$ cat src/design/cfde_pkg.sv
`default_nettype none

package cfde_pkg;

  localparam int COORD_WIDTH_DEF = 24;
  localparam int OUT_WIDTH       = 26;
  localparam int QUEUE_DEPTH     = 4;
  localparam int QUEUE_PTR_W     = $clog2(QUEUE_DEPTH);

  typedef enum logic [1:0] {
    B_IDLE,
    B_ROOT,
    B_DONE
  } back_state_t;

  typedef struct packed {
    logic full;
    logic empty;
  } queue_status_t;

endpackage

`default_nettype wire

$ cat src/design/cfde_back.sv
`default_nettype none

module cfde_back #(
  parameter int COORD_WIDTH = cfde_pkg::COORD_WIDTH_DEF
) (
  input  wire logic                          clk,
  input  wire logic                          rst_n,
  input  wire cfde_pkg::queue_status_t       q_status,
  output      logic                          pop,
  input  wire logic [2*COORD_WIDTH+1:0]      pop_max,
  input  wire logic [2*COORD_WIDTH+1:0]      pop_min,
  output      logic                          out_valid,
  input  wire logic                          out_ready,
  output      logic [cfde_pkg::OUT_WIDTH-1:0] extent_max,
  output      logic [cfde_pkg::OUT_WIDTH-1:0] extent_min
);
  import cfde_pkg::*;

  localparam int RT_W    = COORD_WIDTH + 1;
  localparam int ITERS   = (RT_W + 1) / 2;
  localparam int N_STEPS = 2 * ITERS;
  localparam int PAD_W   = 2 * N_STEPS;
  localparam int REM_W   = N_STEPS + 2;
  localparam int CNT_W   = $clog2(ITERS);
  localparam int CMP_W   = (N_STEPS > OUT_WIDTH) ? N_STEPS : OUT_WIDTH;
  localparam logic [CMP_W-1:0]     HALF_MAX = CMP_W'((64'd1 << (OUT_WIDTH - 1)) - 64'd1);
  localparam logic [OUT_WIDTH-1:0] OUT_MAX  = '1;

  back_state_t state_r, state_nxt;
  logic [CNT_W-1:0]   cnt_r, cnt_nxt;
  logic [PAD_W-1:0]   rad_r  [2];
  logic [REM_W-1:0]   rem_r  [2];
  logic [N_STEPS-1:0] root_r [2];
  logic [PAD_W-1:0]   rad_nxt  [2];
  logic [REM_W-1:0]   rem_nxt  [2];
  logic [N_STEPS-1:0] root_nxt [2];
  logic [OUT_WIDTH-1:0] twice [2];

  logic                 load_root;
  logic                 load_out;
  logic                 out_valid_r, out_valid_nxt;
  logic [OUT_WIDTH-1:0] ext_max_r, ext_min_r;

  always_comb begin
    state_nxt = state_r;
    unique case (state_r)
      B_IDLE: begin
        if (!q_status.empty) begin
          state_nxt = B_ROOT;
        end
      end
      B_ROOT: begin
        if (cnt_r == CNT_W'(ITERS - 1)) begin
          state_nxt = B_DONE;
        end
      end
      B_DONE: begin
        if (!out_valid_r || out_ready) begin
          state_nxt = B_IDLE;
        end
      end
      default: state_nxt = B_IDLE;
    endcase
  end

  always_comb begin
    load_root = 1'b0;
    load_out  = 1'b0;
    unique case (state_r)
      B_IDLE:  load_root = !q_status.empty;
      B_ROOT:  load_root = 1'b0;
      B_DONE:  load_out  = !out_valid_r || out_ready;
      default: load_out  = 1'b0;
    endcase
  end

  assign pop = load_root;

  // two root digits a cycle for each of the two values
  for (genvar u = 0; u < 2; u++) begin : g_unit
    always_comb begin
      logic [REM_W-1:0]   rem;
      logic [N_STEPS-1:0] root;
      logic [REM_W-1:0]   rem_t;
      logic [REM_W-1:0]   trial;
      rem  = rem_r[u];
      root = root_r[u];
      for (int k = 0; k < 2; k++) begin
        rem_t = {rem[REM_W-3:0], rad_r[u][PAD_W-1-2*k -: 2]};
        trial = {root, 2'b01};
        if (rem_t >= trial) begin
          rem  = rem_t - trial;
          root = {root[N_STEPS-2:0], 1'b1};
        end else begin
          rem  = rem_t;
          root = {root[N_STEPS-2:0], 1'b0};
        end
      end
      rem_nxt[u]  = rem;
      root_nxt[u] = root;
      rad_nxt[u]  = {rad_r[u][PAD_W-5:0], 4'b0000};
    end

    always_comb begin
      logic [CMP_W-1:0] ext;
      ext = CMP_W'(root_r[u]);
      twice[u] = (ext > HALF_MAX) ? OUT_MAX : OUT_WIDTH'(ext << 1);
    end

    always_ff @(posedge clk) begin
      if (load_root) begin
        rad_r[u]  <= (u == 0) ? PAD_W'(pop_max) : PAD_W'(pop_min);
        rem_r[u]  <= '0;
        root_r[u] <= '0;
      end else if (state_r == B_ROOT) begin
        rad_r[u]  <= rad_nxt[u];
        rem_r[u]  <= rem_nxt[u];
        root_r[u] <= root_nxt[u];
      end
    end
  end

  always_comb begin
    cnt_nxt = cnt_r;
    if (load_root) begin
      cnt_nxt = '0;
    end else if (state_r == B_ROOT) begin
      cnt_nxt = cnt_r + 1'b1;
    end
  end

  assign out_valid_nxt = load_out || (out_valid_r && !out_ready);

  always_ff @(posedge clk) begin
    if (!rst_n) begin
      state_r     <= B_IDLE;
      cnt_r       <= '0;
      out_valid_r <= 1'b0;
    end else begin
      state_r     <= state_nxt;
      cnt_r       <= cnt_nxt;
      out_valid_r <= out_valid_nxt;
    end
  end

  always_ff @(posedge clk) begin
    if (load_out) begin
      ext_max_r <= twice[0];
      ext_min_r <= twice[1];
    end
  end

  assign out_valid  = out_valid_r;
  assign extent_max = ext_max_r;
  assign extent_min = ext_min_r;

  a_pop_when_idle: assert property (@(posedge clk) disable iff (!rst_n)
    pop |-> (state_r == B_IDLE))
    else $error("queue read outside idle state");

  a_load_enters_root: assert property (@(posedge clk) disable iff (!rst_n)
    pop |=> (state_r == B_ROOT) && (cnt_r == '0))
    else $error("root iteration did not start after queue read");

  a_out_load_free: assert property (@(posedge clk) disable iff (!rst_n)
    load_out |-> (!out_valid_r || out_ready))
    else $error("output register overwritten while stalled");

endmodule

`default_nettype wire

$ cat config.mk
export PLATFORM = sky130hd
export DESIGN_NAME = cfde_back
export DESIGN_NICKNAME = d
export VERILOG_FILES = /design/src/design/cfde_pkg.sv /design/src/design/cfde_back.sv
export SDC_FILE = /design/constraint.sdc
export NUM_CORES = 1
export LEC_CHECK = 0
export ABC_AREA = 1
export ABC_CLOCK_PERIOD_IN_PS = 15100
export BUFFER_PORTS_ARGS = -buffer_cell sky130_fd_sc_hd__buf_4
export CAP_MARGIN = 10
export CORE_UTILIZATION = 30
export DETAILED_ROUTE_END_ITERATION = 12
export PLACE_DENSITY = 0.53
export SYNTH_ARGS = -nofsm -noshare
export SYNTH_HDL_FRONTEND = slang
export SYNTH_SLANG_ARGS = --single-unit
export TNS_END_PERCENT = 10
$ cat constraint.sdc
create_clock -name clk -period 15.1 [get_ports clk]
set_input_delay 3.775 -clock clk [delete_from_list [all_inputs] [get_ports clk]]
set_output_delay 3.775 -clock clk [all_outputs]
set_load 0.05 [all_outputs]
---- After elaboration in Yosys (flattened, before gate mapping) ----
Memory sizes are Yosys's and may differ from the RTL's.
Cells that the tools add are included.
storage, ports and cells
  register bits ........................... 59
  bits of input ports ..................... 105
  memory bits (writable) .................. 212
  word-level logic and storage cells ...... 70
  memories ................................ 3
  output and inout bits ................... 54
cells by class
  $add $sub $neg .......................... 5
  multiplexer cells ....................... 27
  bitwise logic cells ..................... 7
  equal/unequal tests ..................... 6
  $lt $le $gt $ge ......................... 6
  reduce and logical (&&, ||, !) cells .... 9
memories
  name    words  bits a word  read ports  clocked after Yosys merged registers in  write ports  RTL line         RTL
  rad_r   2      52           2           0                                        2            cfde_back.sv:31  logic [PAD_W-1:0] rad_r [2];
  rem_r   2      28           2           0                                        2            cfde_back.sv:32  logic [REM_W-1:0] rem_r [2];
  root_r  2      26           2           0                                        2            cfde_back.sv:33  logic [N_STEPS-1:0] root_r [2];
operators by type and width
  kind                                                   count
  greater-or-equal comparator 28 bit                     4
  2-to-1 mux 28 bit                                      4
  2-to-1 mux 26 bit                                      4
  2-to-1 mux 52 bit                                      2
  subtractor 28 bit                                      2
  > comparator 26 x 25 -> 1 bit (second input constant)  2
  subtractor 26 bit                                      2
  2-to-1 mux 1 bit                                       13
  2-to-1 mux 2 bit                                       3
  inequality test 2 bit (second input constant)          3
  OR 1 bit                                               6
  case mux 2 bit (3 select lines)                        1
  adder 4 x 1 -> 4 bit (second input constant)           1
  == test 4 bit (second input constant)                  1
  zero test 1 bit                                        3
  AND reduction 3 bit                                    1
  == test 2 x 1 -> 1 bit (second input constant)         1
  == test 2 bit (second input constant)                  1
  zero test 2 bit                                        1
  logical OR 1 bit                                       2
  OR reduction 2 bit                                     1
  logical AND 1 bit                                      1
  inverter 1 bit                                         1

---- Depth between registers and ports, before layout ----
An unclocked memory read counts as a cell.
  word-level depth ........................ 6
  mapped depth ............................ 31
  mapped depth without buffers ............ 29

---- Worst setup path after synthesis ----
No wires, ideal clock.
  path kind ............................... input to register
  start ................................... in q_status[0] in the netlist's numbering
  end ..................................... mem rad_r[0][0] in the netlist's numbering (enable)
  stages .................................. 3
  arrival time ............................ 8.475 ns
  required time ........................... 14.527 ns
  buffers on the path ..................... 0
  slack ................................... 6.052 ns
  cells stage by stage .................... nor2_1 inv_1 nand2_1
RTL lines
  item         RTL line         RTL
  from (decl)  cfde_back.sv:8   input wire cfde_pkg::queue_status_t q_status,
  to (decl)    cfde_back.sv:31

---- Final worst setup path ----
  start ................................... in q_status[0] in the netlist's numbering
  end ..................................... out pop
between the ends
  longest elaborated chain between the ends .. 2
RTL lines
  item              RTL line         RTL
  zero test 1 bit   cfde_back.sv:70  B_IDLE: load_root = !q_status.empty;
  2-to-1 mux 1 bit  cfde_back.sv:69  unique case (state_r)
  to (decl)         cfde_back.sv:9   output logic pop,
No other way between the ends.

==> reports/metrics.cfg <==
[logic_synthesis]
synthesis.nets = 2341
synthesis.area_um2 = 17600
synth-edff-count = 256
synth-simple-area-share_pct = 25.2
synthAdderAreaFrac_pct = 8.10
yosysTopAreaCellShare_pct = 43.7
yosysSeqAreaShare_pct = 44.9
avgSynthCellArea_um2 = 8.30
synth_xor_area_share_pct = 3.33
synthArstFlopShare_pct = 0
synthTopCellsByArea = edfxtp_1, nand2_1, ha_1, inv_1, nor2_1
synth-compound-area-share_pct = 12.1
yosysWarnings = 0
netlist_instances = 2122
ys_types = 55
synth_top_family_by_area = simple AND/OR/NAND/NOR gates
synth.area.mux_share_pct = 0
synth_top_cell_by_area = edfxtp_1
synth-main-ff-cell = edfxtp_1
ys_ff_latch = 267

[routing]
dr_total_vias = 14800
viasPerCell = 4.84
drc = 0
met2_length_um = 23000
drt_first_pass_iters = 5
met3WireLength_um = 3230
wl_um = 52200
ant_nets = 0
routedWlPerCell_um = 17.1
drt_iter0_markers = 856
dr.max_layer_used = met4
drt-met1-wl_um = 24800

[placement]
port_buffers = 157
gp_congestion = 0.947
place_inst = 3001
place_area_um2 = 19600
dp_hpwl_um = 39700

[timing]
hold_viol_final = 0
skew_ps = 24.5
post-route-min-period_ps = 8540
max_freq_mhz = 117
worst_slew_pin_slew_ps = 1100
drv_slew = 0
tns_ps = 0
fin_crit_sh_pct = 56.5
grt_setup_unrepaired = no
finalSetupViolCount = 0
slew_headroom_pct = 26.5

[min_path]
hold_class = flip-flop to flip-flop
hold_start = root_r[0][25]$_SDFFCE_PN0P_
worst_hold_path.endpoint = extent_max[0]$_DFFE_PP_
hold_depth = 0

[finish]
nets = 2491
num_antenna_cells = 0
fill_cells = 6052
area_growth_pct = 17.4
final_cell_mix = nand2_1, edfxtp_1, inv_1
utilization_pct = 35.7
layout_commonest_cell = nand2_1
design_area_um2 = 20700
stdcell_count = 3060
drive_above_1_share_pct = 13.0

[worst_setup_path]
path_class = primary input to primary output
regToRegStartpoint = root_r[1][25]$_SDFFCE_PN0P_
r2r_slack_ps = 9290
critPathLaunchType = primary input
cp.arrival_ps = 4760
critPathCaptureType = primary output
path_max_fanout = 52
worst-r2r-cell-count = 21
rr_endpoint = rem_r[1][3]$_SDFFCE_PN0P_
cp.required_ps = 11320

[global_routing]
grt_max_degree = 78
grt_usage_pct = 17.6
grt_pass1_wl_um = 82400
grt_antenna_before_repair = 0
overflow = 0
grt_pass1_vias = 14700

[floorplanning]
core_area_um2 = 57800
fp.dieH_um = 244
initial_utilization_pct = 30.5
die_w_um = 244
ioPinCount = 159
die_area_um2 = 59700
rows = 88

[clocking]
clk_path_buf_depth = 3
cts_hold_buf = 0
cts_tree = done
clk-insertion-delay-late_ps = 550
cts_setup_buffers = 0
clk_pin_slew_worst_paths_ps = 60
cts_inserted_buffers = 34
htree_levels = 2
clock_sinks = 267
root_buffer = clkbuf_16
post_cts_resized = 0

[run_status]
status = complete, no violations

[run]
max-cap-violations = 0

==> how the worst max path moves through the flow <==
| stage | cells past startpoint | endpoint | slack (ps) | start |
|---|---|---|---|---|
| 2_1_floorplan | 3 | rad_r[0][0]$_SDFFCE_PP0P_ | 6050 | q_status[0] |
| 3_3_place_gp | 4 | pop | 6550 | q_status[0] |
| 3_5_place_dp | 4 | pop | 6550 | q_status[0] |
| 4_1_cts | 4 | pop | 6550 | q_status[0] |
| 5_1_grt | 4 | pop | 6480 | q_status[0] |
| 6_report | 4 | pop | 6560 | q_status[0] |
==> worst max-delay path, stage by stage <==
cell	delay [ps]
buf_4	120
nor2_4	80
buf_4	470
buf_4	300
==> cells by family after synthesis <==
kind of cell | after synthesis
buf+inv | 285
fa+ha+maj | 114
flops | 267
xor+xnor | 67
simple gates | 1037
compound gates | 352
==> cell type report <==
type                       count  area [um2]  area share [%]
clock buffer                  40         893            4.32
clock inverter                19         168           0.811
inverter                     233         882            4.27
multi-input combinational   1570        8610            41.7
sequential                   267        7910            38.3
tap                          765         957            4.63
timing repair buffer         166        1250            6.03
==> cells in the mapped netlist, types with 2 or more instances <==
library cell,number
nand3_4,2
inv_2,6
nor2_8,2
inv_4,2
o31ai_1,5
xnor2_1,27
o21ai_0,105
a221oi_1,4
nand2_2,27
a31oi_1,20
nand3_1,72
nand3b_1,10
edfxtp_1,256
nand2_1,636
a21o_1,12
nor2_4,3
nor2_1,194
nand2_4,3
o21bai_1,6
nor2_2,9
a31o_2,3
a21oi_1,119
or2_2,6
nand2_8,2
ha_1,114
clkbuf_1,45
a21oi_2,5
inv_1,222
o211ai_1,3
o21ai_1,3
a211oi_1,2
nand3_2,4
a22o_1,46
o21a_1,13
xor2_1,40
buf_4,3
clkinv_1,3
nor3_1,29
dfxtp_1,11
nor4_1,9
buf_6,2
nand4_1,24
==> registers in the layout, indices dropped and copies added (netlist names) <==
signal and flops:
rad_r 104, rem_r 52, root_r 52, extent_max 26, extent_min 26, cnt_r 4
state_r 2, out_valid 1
==> per-layer routing <==
| metal | vias up | global-route usage (%) |
|---|---|---|
| met4 | 0 | 4.80 |
| met5 | - | 0 |
| met3 | 71 | 4.25 |
| met1 | 6922 | 24.1 |
| met2 | 352 | 27.5 |
| li1 | 7471 | - |
==> stage by stage <==
| stage | setup WS (ps) | hold WS, ps |
|---|---|---|
| 3_5_place_dp | 6550 | 441 |
| 5_1_grt | 6480 | 461 |
| 2_1_floorplan | 6050 | 478 |
| 6_report | 6560 | 456 |
| 3_3_place_gp | 6550 | 443 |
| 4_1_cts | 6550 | 459 |
Power is not shown: default switching activity piles up to over one toggle a cycle in this logic, so the estimate is an artifact.
