**config.mk**
```make
export PLATFORM = sky130hd
export DESIGN_NAME = cfde_front
export DESIGN_NICKNAME = d
export VERILOG_FILES = /design/src/design/cfde_pkg.sv /design/src/design/cfde_front.sv
export SDC_FILE = /design/constraint.sdc
export NUM_CORES = 2
export LEC_CHECK = 0
export CORE_AREA = 3 3 384 386
export CTS_CLUSTER_DIAMETER = 100
export CTS_CLUSTER_SIZE = 14
export DETAILED_ROUTE_END_ITERATION = 6
export DIE_AREA = 0 0 387 389
export DONT_BUFFER_PORTS = 1
export HOLD_SLACK_MARGIN = 0.12
export PLACE_DENSITY = 0.68
export SLEW_MARGIN = 10
export SYNTH_ARGS = -nofsm -noshare
export SYNTH_HDL_FRONTEND = slang
export SYNTH_SLANG_ARGS = --single-unit
```
**constraint.sdc**
```tcl
create_clock -name clk -period 19.9 [get_ports clk]
set_input_delay 3.98 -clock clk [delete_from_list [all_inputs] [get_ports clk]]
set_output_delay 3.98 -clock clk [all_outputs]
set_load 0.01 [all_outputs]
```
**src/design/cfde_pkg.sv**
```systemverilog
`default_nettype none

package cfde_pkg;

  localparam int COORD_WIDTH_DEF = 24;
  localparam int OUT_WIDTH       = 26;
  localparam int QUEUE_DEPTH     = 4;
  localparam int QUEUE_PTR_W     = $clog2(QUEUE_DEPTH);

  typedef enum logic [1:0] {
    B_IDLE,
    B_ROOT,
    B_DONE
  } back_state_t;

  typedef struct packed {
    logic full;
    logic empty;
  } queue_status_t;

endpackage

`default_nettype wire

```
**src/design/cfde_front.sv**
```systemverilog
`default_nettype none

module cfde_front #(
  parameter int COORD_WIDTH = cfde_pkg::COORD_WIDTH_DEF
) (
  input  wire logic                          clk,
  input  wire logic                          rst_n,
  input  wire logic                          in_valid,
  output      logic                          in_ready,
  input  wire logic [COORD_WIDTH-1:0]        face_x,
  input  wire logic [COORD_WIDTH-1:0]        face_y,
  input  wire logic [COORD_WIDTH-1:0]        face_z,
  input  wire logic [COORD_WIDTH-1:0]        centre_x,
  input  wire logic [COORD_WIDTH-1:0]        centre_y,
  input  wire logic [COORD_WIDTH-1:0]        centre_z,
  input  wire logic                          last_face,
  input  wire cfde_pkg::queue_status_t       q_status,
  output      logic                          push,
  output      logic [2*COORD_WIDTH+1:0]      push_max,
  output      logic [2*COORD_WIDTH+1:0]      push_min
);
  import cfde_pkg::*;

  localparam int C    = COORD_WIDTH;
  localparam int SQ_W = 2 * COORD_WIDTH + 2;

  function automatic logic [C-1:0] magnitude(input logic signed [C:0] d);
    logic signed [C:0] n;
    n = -d;
    return d[C] ? n[C-1:0] : d[C-1:0];
  endfunction

  logic [C-1:0] face   [3];
  logic [C-1:0] centre [3];

  logic             s1_valid_r, s2_valid_r, s3_valid_r;
  logic             s1_last_r, s2_last_r, s3_last_r;
  logic [C-1:0]     mag_r  [3];
  logic [2*C-1:0]   prod_r [3];
  logic [SQ_W-1:0]  sq_r;

  logic [SQ_W-1:0]  max_r, max_nxt;
  logic [SQ_W-1:0]  min_r, min_nxt;
  logic             first_r, first_nxt;
  logic [SQ_W-1:0]  new_max, new_min;
  logic             advance;
  logic             fire;

  assign face[0]   = face_x;
  assign face[1]   = face_y;
  assign face[2]   = face_z;
  assign centre[0] = centre_x;
  assign centre[1] = centre_y;
  assign centre[2] = centre_z;

  // hold the whole pipe while a finished cell cannot enter the queue
  assign advance  = !(s3_valid_r && s3_last_r && q_status.full);
  assign in_ready = advance;
  assign fire     = s3_valid_r && advance;

  always_ff @(posedge clk) begin
    if (!rst_n) begin
      s1_valid_r <= 1'b0;
      s2_valid_r <= 1'b0;
      s3_valid_r <= 1'b0;
    end else if (advance) begin
      s1_valid_r <= in_valid;
      s2_valid_r <= s1_valid_r;
      s3_valid_r <= s2_valid_r;
    end
  end

  for (genvar a = 0; a < 3; a++) begin : g_axis
    always_ff @(posedge clk) begin
      if (advance) begin
        mag_r[a]  <= magnitude($signed({face[a][C-1], face[a]}) -
                               $signed({centre[a][C-1], centre[a]}));
        prod_r[a] <= mag_r[a] * mag_r[a];
      end
    end
  end

  always_ff @(posedge clk) begin
    if (advance) begin
      s1_last_r <= last_face;
      s2_last_r <= s1_last_r;
      s3_last_r <= s2_last_r;
      sq_r      <= SQ_W'(prod_r[0]) + SQ_W'(prod_r[1]) + SQ_W'(prod_r[2]);
    end
  end

  always_comb begin
    new_max   = first_r ? sq_r : ((sq_r > max_r) ? sq_r : max_r);
    new_min   = first_r ? sq_r : ((sq_r < min_r) ? sq_r : min_r);
    max_nxt   = max_r;
    min_nxt   = min_r;
    first_nxt = first_r;
    if (fire) begin
      if (s3_last_r) begin
        max_nxt   = '0;
        min_nxt   = '0;
        first_nxt = 1'b1;
      end else begin
        max_nxt   = new_max;
        min_nxt   = new_min;
        first_nxt = 1'b0;
      end
    end
  end

  always_ff @(posedge clk) begin
    if (!rst_n) begin
      max_r   <= '0;
      min_r   <= '0;
      first_r <= 1'b1;
    end else begin
      max_r   <= max_nxt;
      min_r   <= min_nxt;
      first_r <= first_nxt;
    end
  end

  assign push     = fire && s3_last_r;
  assign push_max = new_max;
  assign push_min = new_min;

endmodule

`default_nettype wire

```
== Yosys cells after proc, flatten, opt, wreduce, memory -nomap -nowiden ==
Memories as Yosys holds them, arrays and structs flattened.
Cells that the tools add are included.

* Register bits after elaboration: 157
* Bits in latches: 0
* Bits in writable memories: 216
* ROM bits: 0
* Bits of input ports: 150
* Logic and storage cells: 41
* Memories: 2

* Add/sub/neg operators: 8
* Multiply operators: 3
* Divide/modulo/power cells: 0
* $lt $le $gt $ge: 2
* Equal/unequal tests: 0
* Shift-type cells: 0
* Muxes and demuxes: 11
* Bitwise operators: 0
* Reductions and logical operators: 5

{| class="wikitable"
|+ Memory list
! name !! words !! width !! rd ports !! clocked after memory_dff !! wr ports !! line !! text
|-
| prod_r || 3 || 48 || 3 || 0 || 3 || cfde_front.sv:39 || <nowiki>logic [2*C-1:0] prod_r [3];</nowiki>
|-
| mag_r || 3 || 24 || 3 || 0 || 3 || cfde_front.sv:38 || <nowiki>logic [C-1:0] mag_r [3];</nowiki>
|}

{| class="wikitable"
|+ Operator list
! cell !! count
|-
| 50-bit 2-to-1 mux || 6
|-
| 24-bit by 24-bit multiplier with 48-bit output || 3
|-
| 24-bit by 24-bit subtractor with 25-bit output || 3
|-
| 24-bit 2-to-1 mux || 3
|-
| 24-bit negation || 3
|-
| 49-bit by 48-bit adder with 50-bit output || 1
|-
| 50-bit > comparator || 1
|-
| 50-bit < comparator || 1
|-
| 48-bit by 48-bit adder with 49-bit output || 1
|-
| 1-bit logical AND || 4
|-
| 1-bit 2-to-1 mux || 2
|-
| 1-bit logical NOT || 1
|}

== Longest topological paths before layout ==
* Depth after elaboration: 5
* Gate-level depth with buffers: 30
* Mapped depth without buffers: 28

== Least setup slack after synthesis ==
No wires, ideal clock.

* Path type: input -> output
* Start point: input port q_status[1] (netlist bit)
* End point: output port in_ready
* Arrival time: 10.158 ns
* Slack: 5.762 ns
* Cell stages on the path: 1
* Buffers on the path: 0
* Cells stage by stage: nand3_1

* Word-level cells in the longest chain between the ends: 2

{| class="wikitable"
|+ Ends and longest elaborated chain
! element !! line !! text
|-
| start, declared || cfde_front.sv:17 || <nowiki>input wire cfde_pkg::queue_status_t q_status,</nowiki>
|-
| 1-bit logical AND || cfde_front.sv:57 || <nowiki>assign advance = !(s3_valid_r && s3_last_r && q_status.full);</nowiki>
|-
| 1-bit logical NOT || cfde_front.sv:57 ||
|-
| end, declared || cfde_front.sv:9 || <nowiki>output logic in_ready,</nowiki>
|}

No other way between the ends.

== Worst setup path after layout ==
* Start point: register sq_r[48]
* End point: output port push_max[18]

* Word-level cells in the longest chain between the ends: 3

{| class="wikitable"
|+ Ends and longest elaborated chain
! element !! line !! text
|-
| start, declared || cfde_front.sv:40 || <nowiki>logic [SQ_W-1:0] sq_r;</nowiki>
|-
| start signal, assigned || cfde_front.sv:88 || <nowiki>sq_r <= SQ_W'(prod_r[0]) + SQ_W'(prod_r[1]) + SQ_W'(prod_r[2]);</nowiki>
|-
| 50-bit > comparator || cfde_front.sv:93 || <nowiki>new_max = first_r ? sq_r : ((sq_r > max_r) ? sq_r : max_r);</nowiki>
|-
| 50-bit 2-to-1 mux (2 in series) || cfde_front.sv:93 ||
|-
| end, declared || cfde_front.sv:19 || <nowiki>output logic [2*COORD_WIDTH+1:0] push_max,</nowiki>
|}

No other way between the ends.

==> results.toml <==
[outcome]
outcome = "complete, no violations"

[placement]
i_o_buffers = 0
globalplace.congestion = 0.913
dp_hpwl_um = 133000

[worst_hold_path]
min_from = "s1_last_r$_DFFE_PN_"
holdCritPathClass = "flop to flop"
worst_hold_path.num_cells = 0

[sta]
slew_viol_final = 0
clock_skew_ps = 31.7
grt_setup_unrepaired = "no"
fmax_ghz = 0.115
timing.final.hold_violations = 0
final-setup-viol-count = 0
period_minus_slack_ps = 8670
layout_worst_path_cycle_share_pct = 43.6
tns_ps = 0
worst_relative_slew_slack_pct = 19.0
worstMarginPinSlew_ps = 1210

[route]
first_pass_iters = 5
post_drt_via_cell_ratio = 5.30
number_of_nets_with_antenna_violations_after_routing = 0
drt_iter0_drc = 2895
detailroute.via_count = 49700
detail_route.wl_per_cell_um = 17.4
post-route-drc-count = 0
route.final.wire_length_um = 163000

[setup_path]
timing.reg2reg.setup_slack_ps = 11230
timing.rr.start = "mag_r[0][44]$_DFFE_PN_"
arrival_ps = 4690
timing.critical_path.to_type = "output port"
rr_worst_depth = 25
critical_path_class = "flop to output port"
crit_end = "push_max[18]"
timing.rr.end = "prod_r[0][92]$_DFFE_PN_"
timing.critical_path.required_ps = 15920
timing.critical_path.from_type = "flop"
worst_setup_path_startpoint = "sq_r[48]$_DFFE_PN_"
crit_path_max_fanout = 31

[finish]
num-fill-cells = 12800
layout_commonest_cell = "sky130_fd_sc_hd__inv_1"
drive_gt1_share_pct = 3.61
mostFrequentLayoutCells = "2000 x sky130_fd_sc_hd__inv_1, 1319 x sky130_fd_sc_hd__fa_1, 751 x sky130_fd_sc_hd__ha_1"
area_growth_pct = 4.63
insertedDiodeCount = 0
final_net_count = 9670
post-route-util_pct = 52.4

[clock_network]
cts_max_level = 2
numCtsBuffers = 38
clkTransAtPathRegs_ps = 70
cts_repair_resize_count = 0
cts_hold_repair_buffers = 0
post_cts_buffers = 0
clkLatencyLatePin_ps = 630
clock_path_buffers = 3
cell_chosen_for_the_clock_root = "sky130_fd_sc_hd__clkbuf_16"
tritoncts = "yes"
clock_sinks = 370

[synthesis]
synth-main-ff-cell = "sky130_fd_sc_hd__edfxtp_1"
yosys_register_bits = 370
synth.avg_cell_area_um2 = 9.55
number_of_enable_type_register_cells_in_the_synthesized_netlist = 266
syn_inst = 7551
postSynth.asyncResetShare_pct = 0
synth-seq-area-share_pct = 14.0
netlist-cell-type-count = 87
yosys_warnings = 0
synth.cell_area_um2 = 72100

[die]
core-area_um2 = 144000
fp.dieW_um = 387
die_y_um = 389
floorplan.initialDensity_pct = 50.1
ioPinCount = 252
fp.dieArea_um2 = 151000
row_count = 139

[global_route]
grt.overflow.total = 0
gr-usage-all-layers_pct = 22.3
global_route_wire_length_before_repair_um = 273000
grt_antenna_before_repair = 3
grt_pass1_vias = 53300
grt_max_degree = 70

[run]
drv.max_cap_violation_count = 0
worst max-delay path, cell delays in order (launching register included):
cell                       delay (ps)
sky130_fd_sc_hd__edfxtp_1         520
sky130_fd_sc_hd__ha_1             360
sky130_fd_sc_hd__nand4_1          130
sky130_fd_sc_hd__nor4_1           610
sky130_fd_sc_hd__nand3_1          210
sky130_fd_sc_hd__or4_1            570
sky130_fd_sc_hd__a21oi_4          690
sky130_fd_sc_hd__buf_4            520
sky130_fd_sc_hd__mux2_2           440
cell families after synthesis:
logic type	synth area share (%)
and+or+nand+nor	10.3
buffers and inverters	11.5
other	0.00520
DFF	14.0
xor gates and xnor gates	3.79
muxes	1.72
adders and majority gates	49.7
AOI/OAI and AO/OA	9.07
layout make-up:
cell class	instances	area [µm²]	area share [%]
multi-input cells	4974	53800	71.3
flip-flops and latches	370	10100	13.4
inverters	2000	7510	9.95
well taps	1903	2380	3.16
clock buffers	50	996	1.32
repair buffers	66	495	0.657
clock inverters	16	189	0.250
registers in the layout, indices dropped and copies added (netlist names):
register    flops
prod_r        141
mag_r          72
max_r          50
min_r          50
sq_r           50
first_r         1
s1_last_r       1
s1_valid_r      1
s2_last_r       1
s2_valid_r      1
s3_last_r       1
s3_valid_r      1
metal layers:
metal | up-vias | part of all wire [%] | GRT usage [%]
met5 | - | 0 | 0
met4 | 0 | 2.7 | 6.24
met3 | 255 | 5.7 | 3.07
met2 | 1272 | 48 | 37.8
met1 | 24900 | 43 | 30.0
li1 | 23200 | - | -
through the flow:
stage / setup WS, ps / hold WS [ps] / instance area, µm² / std cells
floorplan: 5760 / 400 / 72100 / 7553
global placement: 11270 / 418 / 74200 / 9313
detailed placement: 11300 / 426 / 74200 / 9313
CTS: 11190 / 441 / 75400 / 9379
global route: 10790 / 446 / 75400 / 9379
finish: 11230 / 444 / 75400 / 9379
how the worst min path moves through the flow:
stage               slack, ps             endpoint
floorplan                 400  s2_last_r$_DFFE_PN_
global placement          420  s2_last_r$_DFFE_PN_
detailed placement        430  s2_last_r$_DFFE_PN_
CTS                       440  s2_last_r$_DFFE_PN_
global route              450  s2_last_r$_DFFE_PN_
finish                    440  s2_last_r$_DFFE_PN_
cell usage after synthesis, types with 9 or more instances:
cell | number | area [µm²]
sky130_fd_sc_hd__nor2b_1 | 54 | 338
sky130_fd_sc_hd__a2111oi_0 | 11 | 96.3
sky130_fd_sc_hd__o21a_1 | 34 | 255
sky130_fd_sc_hd__fa_1 | 1319 | 26400
sky130_fd_sc_hd__or3_1 | 12 | 75.1
sky130_fd_sc_hd__mux2_2 | 103 | 1160
sky130_fd_sc_hd__a31oi_1 | 37 | 231
sky130_fd_sc_hd__o21bai_1 | 37 | 278
sky130_fd_sc_hd__a21boi_0 | 13 | 97.6
sky130_fd_sc_hd__dfxtp_1 | 104 | 2080
sky130_fd_sc_hd__ha_1 | 751 | 9400
sky130_fd_sc_hd__a211oi_1 | 24 | 180
sky130_fd_sc_hd__o31ai_1 | 20 | 150
sky130_fd_sc_hd__nand4_1 | 49 | 307
sky130_fd_sc_hd__nand2b_1 | 39 | 244
sky130_fd_sc_hd__inv_1 | 2000 | 7510
sky130_fd_sc_hd__a22o_1 | 101 | 885
sky130_fd_sc_hd__o21ai_0 | 144 | 721
sky130_fd_sc_hd__a21oi_1 | 278 | 1390
sky130_fd_sc_hd__nand3_1 | 48 | 240
sky130_fd_sc_hd__edfxtp_1 | 266 | 7990
sky130_fd_sc_hd__o211ai_1 | 15 | 113
sky130_fd_sc_hd__xor2_1 | 100 | 876
sky130_fd_sc_hd__nand2_1 | 591 | 2220
sky130_fd_sc_hd__and3_1 | 40 | 250
sky130_fd_sc_hd__and2_1 | 354 | 2210
sky130_fd_sc_hd__nor4_1 | 9 | 56.3
sky130_fd_sc_hd__a21o_1 | 173 | 1300
sky130_fd_sc_hd__nor3_1 | 40 | 200
sky130_fd_sc_hd__or2_2 | 16 | 100
sky130_fd_sc_hd__clkbuf_1 | 204 | 766
sky130_fd_sc_hd__nor2_1 | 204 | 766
sky130_fd_sc_hd__xnor2_1 | 209 | 1830
Power is not shown: default switching activity piles up to over one toggle a cycle in this logic, so the estimate is an artifact.
