### src/design/cfde_pkg.sv
`default_nettype none

package cfde_pkg;

  localparam int COORD_WIDTH_DEF = 24;
  localparam int OUT_WIDTH       = 26;
  localparam int QUEUE_DEPTH     = 4;
  localparam int QUEUE_PTR_W     = $clog2(QUEUE_DEPTH);

  typedef enum logic [1:0] {
    B_IDLE,
    B_ROOT,
    B_DONE
  } back_state_t;

  typedef struct packed {
    logic full;
    logic empty;
  } queue_status_t;

endpackage

`default_nettype wire

### src/design/cfde_fifo.sv
`default_nettype none

module cfde_fifo #(
  parameter int WIDTH = 100
) (
  input  wire logic                   clk,
  input  wire logic                   rst_n,
  input  wire logic                   push,
  input  wire logic [WIDTH-1:0]       push_data,
  input  wire logic                   pop,
  output      logic [WIDTH-1:0]       pop_data,
  output      cfde_pkg::queue_status_t status
);
  import cfde_pkg::*;

  logic [WIDTH-1:0]       mem_r [QUEUE_DEPTH];
  logic [QUEUE_PTR_W-1:0] wr_ptr_r, wr_ptr_nxt;
  logic [QUEUE_PTR_W-1:0] rd_ptr_r, rd_ptr_nxt;
  logic [QUEUE_PTR_W:0]   count_r, count_nxt;

  assign status.full  = (count_r == (QUEUE_PTR_W+1)'(QUEUE_DEPTH));
  assign status.empty = (count_r == '0);
  assign pop_data     = mem_r[rd_ptr_r];

  always_comb begin
    wr_ptr_nxt = push ? wr_ptr_r + 1'b1 : wr_ptr_r;
    rd_ptr_nxt = pop ? rd_ptr_r + 1'b1 : rd_ptr_r;
    count_nxt  = count_r;
    if (push && !pop) begin
      count_nxt = count_r + 1'b1;
    end else if (pop && !push) begin
      count_nxt = count_r - 1'b1;
    end
  end

  always_ff @(posedge clk) begin
    if (!rst_n) begin
      wr_ptr_r <= '0;
      rd_ptr_r <= '0;
      count_r  <= '0;
    end else begin
      wr_ptr_r <= wr_ptr_nxt;
      rd_ptr_r <= rd_ptr_nxt;
      count_r  <= count_nxt;
    end
  end

  always_ff @(posedge clk) begin
    if (push) begin
      mem_r[wr_ptr_r] <= push_data;
    end
  end

  a_no_overflow: assert property (@(posedge clk) disable iff (!rst_n)
    push |-> !status.full)
    else $error("queue written while full");

  a_no_underflow: assert property (@(posedge clk) disable iff (!rst_n)
    pop |-> !status.empty)
    else $error("queue read while empty");

  a_count_bound: assert property (@(posedge clk) disable iff (!rst_n)
    count_r <= (QUEUE_PTR_W+1)'(QUEUE_DEPTH))
    else $error("queue count out of range");

endmodule

`default_nettype wire

### config.mk
export PLATFORM = sky130hd
export DESIGN_NAME = cfde_fifo
export DESIGN_NICKNAME = d
export VERILOG_FILES = /design/src/design/cfde_pkg.sv /design/src/design/cfde_fifo.sv
export SDC_FILE = /design/constraint.sdc
export NUM_CORES = 1
export LEC_CHECK = 0
export ABC_AREA = 1
export BUFFER_PORTS_ARGS = -buffer_cell sky130_fd_sc_hd__buf_2
export CORE_UTILIZATION = 45
export DETAILED_ROUTE_END_ITERATION = 12
export GPL_TIMING_DRIVEN = 0
export PLACE_DENSITY_LB_ADDON = 0.1
export SYNTH_ARGS = -nofsm -noshare
export SYNTH_HDL_FRONTEND = slang
export SYNTH_SLANG_ARGS = --single-unit
### constraint.sdc
create_clock -name clk -period 3 [get_ports clk]
set_input_delay 0.15 -clock clk [delete_from_list [all_inputs] [get_ports clk]]
set_output_delay 0.15 -clock clk [all_outputs]
set_load 0.01 [all_outputs]
* After elaboration in Yosys (flattened, before gate mapping)
Memory sizes are Yosys's and may differ from the RTL's. A register that Yosys moved wholly into a read port is not among the register bits.
Index checks and enable logic that the tools add are counted.
W data, S select, Z words.
** Cells by class
- Add/subtract/negate cells :: 4
- Equality and inequality tests :: 1
- Multiplexer cells :: 6
- Reductions and logical operators :: 6
** Operators with widths (number)
- $mux W3 :: 2
- $add A2 B1 Y2 const B :: 2
- $mux W2 :: 2
- $add A3 B1 Y3 const B :: 1
- $eq A3 B3 Y1 const B :: 1
- $logic_not A3 Y1 :: 1
- $sub A3 B1 Y3 const B :: 1
- $logic_and A1 B1 Y1 :: 2
- $logic_not A1 Y1 :: 2
- $mux W1 :: 2
- $reduce_bool A2 Y1 :: 1
** Word-level totals
- Register bits :: 7
- Memory bits (writable) :: 400
- Output and inout port bits :: 102
- Memories kept :: 1
** Memories
- mem_r :: words 4, bits a word 100, read ports 1, clocked after Yosys merged registers in 1, write ports 1, RTL line cfde_fifo.sv:16 : logic [WIDTH-1:0] mem_r [QUEUE_DEPTH];

* Depth between registers and ports, before layout
Gate-level depths: netlist of the first run.
- Word-level depth :: 4
- Gate-level depth with buffers :: 10
- Mapped depth without buffers :: 10

* Worst setup path after synthesis of the first run
OpenSTA, ideal clock, no wires.
- Kind :: reg2reg
- From :: register wr_ptr_r[0]
- To :: memory mem_r[2][0], enable pin
- Setup time :: 453 ps
- Data arrival time :: 2520 ps
- Data required time :: 2547 ps
- Path slack :: 27 ps
- Stages on the path, launching flop included :: 5
- Cell sequence :: dfxtp_1 > inv_1 > ha_1 > nand2_1 > inv_1
** RTL lines
- from (decl) :: RTL line cfde_fifo.sv:17 : logic [QUEUE_PTR_W-1:0] wr_ptr_r, wr_ptr_nxt;
- from (signal assigned) :: RTL line cfde_fifo.sv:42 : wr_ptr_r <= wr_ptr_nxt;
- to (decl) :: RTL line cfde_fifo.sv:16
Straight into the memory's write port.

==> results of run 1 <==
[worst max-delay path by stage]
stage / slack (ns) / from / endpoint / cells past startpoint
after global routing: 0.53 / register / pop_data[83] / 5
after CTS: 0.57 / register / pop_data[87] / 5
after detailed placement: 1.12 / wr_ptr_r[0]$_SDFFE_PN0P_ / mem_r[0][90]$_DFFE_PP_ / 5
after floorplan: 0.03 / wr_ptr_r[0]$_SDFFE_PN0P_ / mem_r[2][0]$_DFFE_PP_ / 4
after global placement: -1.78 / wr_ptr_r[0]$_SDFFE_PN0P_ / mem_r[0][77]$_DFFE_PP_ / 4
final: 0.65 / register / pop_data[87] / 5
[critical path, delay by kind of cell, from the launching register on]
| family | cells | cell delay (ns) |
|---|---|---|
| AO/OA/AOI/OAI | 2 | 0.30 |
| buffers and inverters | 3 | 1.05 |
| flip-flops | 1 | 0.33 |
[per-stage QoR]
step | utilization (%) | power (mW) | setup WS (ns) | cells | hold slack (ns)
after floorplan | - | 7.40 | 0.0270 | 1025 | 0.249
after global placement | 50.5 | 7.98 | -1.78 | 1678 | 0.364
after CTS | 57.8 | 12.9 | 0.569 | 1864 | 0.340
final | 57.8 | 12.8 | 0.652 | 1864 | 0.369
after detailed placement | 50.9 | 7.98 | 1.12 | 1682 | 0.367
after global routing | 57.8 | 13.3 | 0.533 | 1864 | 0.359
[final cells by class]
cell class / instances / area (um^2)
buffer: 65 / 531
clock inverter: 19 / 96.3
clock buffer: 59 / 1190
inverter: 17 / 86.3
sequential: 409 / 12200
multi-input combinational: 534 / 2610
timing repair buffer: 313 / 2180
tap: 448 / 561
fill: 2723 / 14200
[power breakdown]
part	total (mW)	internal [mW]	switching, mW
registers	6.59	6.53	0.0547
clock network	4.84	2.77	2.07
logic	1.37	0.529	0.837
total	12.8	9.83	2.96
[synth_stat cells, types with 2 or more instances]
| cell type | number | area [um^2] |
|---|---|---|
| dfxtp_1 | 9 | 180 |
| nand2_1 | 9 | 33.8 |
| nor2_1 | 204 | 766 |
| o21ai_1 | 96 | 480 |
| buf_6 | 30 | 338 |
| ha_1 | 5 | 62.6 |
| clkbuf_2 | 8 | 40.0 |
| o21ai_2 | 4 | 35.0 |
| edfxtp_1 | 400 | 12000 |
| o21ai_0 | 106 | 531 |
| a21oi_1 | 4 | 20.0 |
| nor3_1 | 2 | 10.0 |
| o22ai_1 | 99 | 619 |
| clkbuf_8 | 2 | 27.5 |
| clkbuf_1 | 22 | 82.6 |
| inv_1 | 15 | 56.3 |
[timing repair]
action | CTS | global route
hold endpoints to repair | 409 | 0
hold buffers | 104 | 0
setup endpoints to repair | 0 | 0
[flip-flops by register name, indices dropped and copies added (netlist names), named ones only]
| name | count |
|---|---|
| mem_r | 400 |
| count_r | 3 |
| rd_ptr_r | 2 |
| wr_ptr_r | 2 |
[per-layer routing]
metal	track usage, %	up-vias
met5	0	-
met2	35.2	293
met1	26.8	4715
met3	3.90	59
li1	-	4615
met4	5.83	2
[kinds of logic (layout without fill, tap and decap cells)]
family / Yosys count / after routing / synth area share (%)
AOI/OAI and AO/OA: 310 / 310 / 11.0
adders and majority gates: 6 / 6 / 0.536
buffers and inverters: 82 / 473 / 3.88
DFF: 409 / 409 / 79.2
and+or+nand+nor: 218 / 218 / 5.37
==> results_dict.tcl, run 1 <==
set metrics [dict create \
    status "finished, final reports clean" \
    fmax_mhz 426 \
    clockBufferDepth 3 \
    setup_viol 0 \
    die_h_um 187 \
    antenna_cells 0 \
    final_common_cell "edfxtp_1" \
    r2r-start "wr_ptr_r[0]$_SDFFE_PN0P_" \
    drt_wl_total_um 35800 \
    place_congestion 0.744 \
    dpl_cell_area_um2 17100 \
    start_util_pct 45.8 \
    die_w_um 187 \
    cts_sinks 409 \
    ys_seq_area_share_pct 79.2 \
    ir_worst_vdd_uv 433 \
    drt-met1-wl_um 15400 \
    hold_start "push_data[35]" \
    synth_fp_nets 1135 \
    synth_cell_types 26 \
    via_count 9684 \
    rsz0062_at_grt "no" \
    powerDensity_nw_per_um2 658 \
    crit_slowest_cell "clkinv_1" \
    slew_viol_final 0 \
    vias_per_cell 5.20 \
    io_pins 206 \
    fin_nets 1494 \
    gr-usage-all-layers_pct 20.6 \
    setup.worst_path.class "register to output pin" \
    finalInstanceArea_um2 19400 \
    wl_met2_um 17400 \
    layout_common_cells "edfxtp_1 (400), buf_2 (205), nor2_1 (204)" \
    clockRootBuffer "clkbuf_16" \
    crit_chain "clkinv_1, clkbuf_1, o21ai_1, o22ai_1, buf_2" \
    clkTransAtPathRegs_ns 0.05 \
    ff2ff_path_depth 5 \
    ff2ff_setup_slack_ns 1.15 \
    drt_drc_violations_left 0 \
    post-route-period-util_pct 78.3 \
    crit_required_ns 2.85 \
    dpl.hpwl_um 20100 \
    yosysWarnings 0 \
    tns_ns 0 \
    synth-edff-count 400 \
    hold_depth 2 \
    core_um2 33600 \
    grt_max_degree 71 \
    ys_async_sr_fraction_pct 0 \
    fin_crit_ns 2.35 \
    holdPathEnd "mem_r[3][35]$_DFFE_PP_" \
    top_layer "met5" \
    port_buffers 205 \
    clk-insertion-delay-late_ns 0.53 \
    grt_pass1_wl_um 55100 \
    die_area_um2 35000 \
    relSlewSlack_pct 61.3 \
    cts_tree "yes" \
    dr_wl_met3_um 2220 \
    grt_pass1_vias 9867 \
    crit_fanout 10 \
    ant_nets 0 \
    grt-ovfl-total 0 \
    finClkSkew_ns 0.00608 \
    synthCells 1025 \
    critPathLaunchType "register" \
    cts_resized 0 \
    end_kind "output pin" \
    timing_hold_violations_final 0 \
    hold_path_class "primary input to register" \
    ctsHtreeMaxLevel 2 \
    avgRoutedWirePerCell_um 19.2 \
    numCtsBuffers 44 \
    drt_iter0_markers 605 \
    synth_area_um2 15400 \
    areaGrowthSynthToFinish_pct 26.3 \
    tightest_slew_ns 0.577 \
    rows 67 \
    synth_ff_type "edfxtp_1" \
    cpPeakStageDelay_ns 0.47 \
    ys_seq_elements 409 \
    cap_violations 0 \
    cts_setup_buffers 0 \
    antenna_found_initial 1 \
    r2r_end "mem_r[0][39]$_DFFE_PP_" \
    drive_gt1_share_pct 22.6 \
    cp.arrival_ns 2.20 \
    leakage_nw 6.91 \
    postSynthAreaPerCell_um2 15.0 \
    dr.pass1.iters 4 \
]
No activity file was read; power rests on OpenSTA's default activity.
==> run 2: changes to the inputs <==
==> constraint.sdc (replaced) <==
create_clock -name clk -period 2.22 [get_ports clk]
set_input_delay 0.111 -clock clk [delete_from_list [all_inputs] [get_ports clk]]
set_output_delay 0.111 -clock clk [all_outputs]
set_load 0.01 [all_outputs]
==> run 2 against run 1 <==
Sequential share of layout area is 0.49 points lower. Critical path depth stayed put. Hold slack got worse by 0.051 ns. Clock-buffer cell count decreased by 8. Sequential power is 35% higher. Power rose by 35%. Non-clock buffer count is 7 higher. Core utilization up 0.47 points. Highest routed layer is now met4.
==> results_dict.tcl, run 2 (synthesized netlist as in run 1, its figures left out) <==
set metrics [dict create \
    relSlewSlack_pct 61.5 \
    clockBufferDepth 3 \
    dpl.hpwl_um 21200 \
    setup_viol 0 \
    cts_tree "yes" \
    port_buffers 205 \
    crit_slowest_cell "clkbuf_1" \
    largest_reg_flops 400 \
    ir_worst_vdd_uv 531 \
    grt_pass1_wl_um 54200 \
    path_buf_inv 3 \
    setup.worst_path.class "register to output pin" \
    cts_setup_buffers 0 \
    die_w_um 187 \
    dpl_cell_area_um2 17300 \
    die_h_um 187 \
    leakage_nw 6.98 \
    clk-insertion-delay-late_ns 0.54 \
    numCtsBuffers 43 \
    drt_wl_total_um 35700 \
    fin_nets 1500 \
    cpPeakStageDelay_ns 0.45 \
    drive_gt1_share_pct 25.1 \
    clockRootBuffer "clkbuf_16" \
    die_area_um2 35000 \
    finClkSkew_ns 0.0267 \
    post-route-period-util_pct 97.2 \
    rsz0062_at_grt "yes" \
    start_util_pct 45.8 \
    tns_ns 0 \
    avgRoutedWirePerCell_um 19.1 \
    drt_iter0_markers 585 \
    crit_required_ns 2.11 \
    dr.pass1.iters 5 \
    crit_chain "clkinv_2, clkbuf_1, o21ai_1, o22ai_1, buf_2" \
    fmax_mhz 463 \
    grt_max_degree 36 \
    cts_sinks 409 \
    vias_per_cell 5.17 \
    tightest_slew_ns 0.576 \
    critPathLaunchType "register" \
    slew_viol_final 0 \
    clkTransAtPathRegs_ns 0.06 \
    ant_nets 0 \
    regMostFlops "mem_r" \
    hold_path_class "primary input to register" \
    reg.largest.list "mem_r: 400 flops, count_r: 3 flops" \
    fin_crit_ns 2.16 \
    core_um2 33600 \
    grt_pass1_vias 9624 \
    final_common_cell "edfxtp_1" \
    path_delay_family "buffers and inverters" \
    finalInstanceArea_um2 19600 \
    drt_drc_violations_left 0 \
    cp.arrival_ns 2.05 \
    timing_hold_violations_final 0 \
    io_pins 206 \
    antenna_found_initial 3 \
    status "finished, final reports clean" \
    grt-ovfl-total 0 \
    place_congestion 0.727 \
    ctsHtreeMaxLevel 2 \
    areaGrowthSynthToFinish_pct 27.3 \
    via_count 9699 \
    layout_common_cells "edfxtp_1 (400), buf_2 (207), nor2_1 (204)" \
    rows 67 \
    end_kind "output pin" \
    crit_fanout 10 \
    hold_ws_ns 0.318 \
    powerDensity_nw_per_um2 881 \
    gr-usage-all-layers_pct 20.4 \
    cap_violations 0 \
]
==> run 2: routing by layer <==
metal	share of wire, %	global-route usage (%)	vias up
met4	2.2	6.15	0
met3	5.8	3.51	67
met1	44	27.7	4714
li1	-	-	4627
met2	48	33.7	291
met5	0	0	-
==> run 2: layout make-up <==
type	count	area [um^2]
clock buffer	51	1110
buffer	65	558
fill	2698	14000
tap	448	561
multi-input combinational	534	2630
inverter	17	82.6
clock inverter	28	164
timing repair buffer	320	2300
antenna	3	7.51
sequential	409	12200
==> run 2: final timing paths <==
| path | startpoint | endpoint | slack [ns] | cells past startpoint |
|---|---|---|---|---|
| max | register | pop_data[63] | 0.06 | 5 |
| min | push_data[98] | mem_r[0][98]$_DFFE_PP_ | 0.32 | 2 |
| max reg2reg | wr_ptr_r[0]$_SDFFE_PN0P_ | mem_r[0][11]$_DFFE_PP_ | 0.38 | 5 |
| min reg2reg | rd_ptr_r[1]$_SDFFE_PN0P_ | register | 0.45 | 1 |
==> run 2: timing repair <==
item,CTS,global route
resized for setup,14,15
hold endpoints to repair,409,0
hold buffers,103,0
endpoints found under the setup margin,100,35
==> run 2: where the power goes <==
group          internal, mW  switching [mW]  leakage [nW]
sequential             8.83          0.0742          3.75
clock                  3.68            2.80         0.631
combinational         0.744            1.14          2.60
total                  13.2            4.01          6.98
==> run 2: metrics by stage <==
step	worst slack, ns	utilization (%)	cells	power, mW
3_3_place_gp	-1.65	50.6	1678	10.8
6_report	0.0617	58.3	1875	17.3
3_5_place_dp	0.383	51.3	1690	10.8
4_1_cts	0.00840	58.2	1872	17.4
5_1_grt	-0.0483	58.3	1874	17.9
2_1_floorplan	-0.243	-	1025	9.99
==> run 3: changes to the inputs <==
--- a/config.mk
+++ b/config.mk
@@ -7,6 +7,7 @@
 export LEC_CHECK = 0
 export ABC_AREA = 1
 export BUFFER_PORTS_ARGS = -buffer_cell sky130_fd_sc_hd__buf_2
+export CORE_MARGIN = 2
 export CORE_UTILIZATION = 45
 export DETAILED_ROUTE_END_ITERATION = 12
 export GPL_TIMING_DRIVEN = 0
==> run 3 against run 2 <==
Clock skew is 0.018 ns lower. Sequential cell count stayed put. Non-clock buffer count did not move. Final cell count shrank 0.21%. Combinational power about the same. Critical path type unchanged. Critical endpoint is now pop_data[60]. Largest power group unchanged.
==> results_dict.tcl, run 3 (synthesized netlist as in run 1, its figures left out) <==
set metrics [dict create \
    status "finished, final reports clean" \
    top_layer "met4" \
    vias_per_cell 5.18 \
    path_delay_family "buffers and inverters" \
    place_congestion 0.731 \
    cpPeakStageDelay_ns 0.45 \
    largest_reg_flops 400 \
    io_pins 206 \
    ff2ff_path_depth 6 \
    dpl.hpwl_um 21800 \
    place_ws_ns 0.262 \
    hold_path_class "primary input to register" \
    reg.largest.list "mem_r: 400 flops, count_r: 3 flops" \
    critPathLaunchType "register" \
    drt_iter0_markers 451 \
    fin_crit_ns 2.18 \
    fmax_mhz 460 \
    drt-met1-wl_um 16200 \
    rsz0062_at_grt "no" \
    crit_end "pop_data[60]" \
    cap_violations 0 \
    numCtsBuffers 44 \
    crit_required_ns 2.11 \
    ctsHtreeMaxLevel 2 \
    cts_tree "yes" \
    die_h_um 189 \
    fin_nets 1501 \
    cts_sinks 409 \
    gr-usage-all-layers_pct 20.1 \
    setup.worst_path.class "register to output pin" \
    crit_fanout 10 \
    finClkSkew_ns 0.00912 \
    via_count 9683 \
    leakage_nw 7.00 \
    grt-ovfl-total 0 \
    dr.pass1.iters 5 \
    powerDensity_nw_per_um2 892 \
    r2r_end "mem_r[0][14]$_DFFE_PP_" \
    wl_met2_um 17600 \
    final_common_cell "edfxtp_1" \
    end_kind "output pin" \
    clk-insertion-delay-late_ns 0.52 \
    ff2ff_setup_slack_ns 0.30 \
    antenna_found_initial 1 \
    crit_chain "clkinv_2, clkbuf_1, o21ai_1, o22ai_1, buf_2" \
    ant_nets 0 \
    rows 67 \
    timing_hold_violations_final 0 \
    setup_viol 0 \
    clockRootBuffer "clkbuf_16" \
    path_buf_inv 3 \
    port_buffers 205 \
    clockBufferDepth 3 \
    path_depth 5 \
    clkTransAtPathRegs_ns 0.06 \
    crit_slowest_cell "clkbuf_1" \
    core_um2 33600 \
    drt_wl_total_um 36600 \
    r2r-start "wr_ptr_r[0]$_SDFFE_PN0P_" \
    areaGrowthSynthToFinish_pct 27.6 \
    slew_viol_final 0 \
    tightest_slew_ns 0.521 \
    cts_setup_buffers 0 \
    relSlewSlack_pct 65.2 \
    grt_pass1_vias 9823 \
    layout_common_cells "edfxtp_1 (400), buf_2 (205), nor2_1 (204)" \
    grt_max_degree 35 \
    die_area_um2 35700 \
    cp.arrival_ns 2.07 \
    grt_pass1_wl_um 55300 \
    worst_slack_ns 0.0440 \
    die_w_um 189 \
    ir_worst_vdd_uv 590 \
    dr_wl_met3_um 2280 \
    post-route-period-util_pct 98.0 \
    tns_ns 0 \
    start_util_pct 45.8 \
    drt_drc_violations_left 0 \
    drive_gt1_share_pct 25.2 \
    regMostFlops "mem_r" \
    avgRoutedWirePerCell_um 19.6 \
]
[run 3: cell type report]
class,instances,area [um^2]
fill,2699,14000
sequential,409,12200
multi-input combinational,534,2630
timing repair buffer,320,2300
clock buffer,59,1180
tap,448,561
buffer,65,559
clock inverter,18,136
inverter,17,82.6
antenna,1,2.50
[run 3: how the worst min path moves through the flow]
| stage | depth (start not counted) | startpoint | slack, ns | to |
|---|---|---|---|---|
| after floorplan | 0 | push_data[0] | 0.21 | mem_r[0][0]$_DFFE_PP_ |
| after global placement | 1 | push_data[33] | 0.33 | mem_r[3][33]$_DFFE_PP_ |
| after detailed placement | 1 | push_data[40] | 0.33 | mem_r[3][40]$_DFFE_PP_ |
| after CTS | 2 | push_data[79] | 0.32 | mem_r[0][79]$_DFFE_PP_ |
| after global routing | 2 | push_data[89] | 0.33 | mem_r[2][89]$_DFFE_PP_ |
| final | 2 | push_data[90] | 0.34 | mem_r[2][90]$_DFFE_PP_ |
[run 3: report_power, final]
part	switching, mW	internal, mW	total, mW
Clock	2.77	3.94	6.72
Combinational	1.15	0.746	1.90
Sequential	0.0754	8.83	8.90
[run 3: what timing repair did]
action | CTS | global route
hold buffers | 103 | 0
gates cloned | 0 | 0
hold endpoints to repair | 409 | 0
gates resized for setup | 13 | 17
setup endpoints to repair | 100 | 46
[run 3: per-layer routing]
layer	GRT usage (%)	vias to the layer above
met2	33.6	282
met3	3.89	51
met5	0	-
met4	4.39	0
li1	-	4621
met1	27.5	4729
[run 3: metrics by stage]
step / hold slack, ns / util, % / instances / area (um^2) / power (mW)
floorplan: 0.210 / - / 1025 / 15400 / 9.99
global placement: 0.327 / 50.6 / 1678 / 17000 / 10.8
detailed placement: 0.327 / 51.3 / 1690 / 17300 / 10.8
CTS: 0.320 / 58.4 / 1870 / 19600 / 17.7
global route: 0.332 / 58.4 / 1871 / 19600 / 18.1
finish: 0.339 / 58.4 / 1871 / 19600 / 17.5
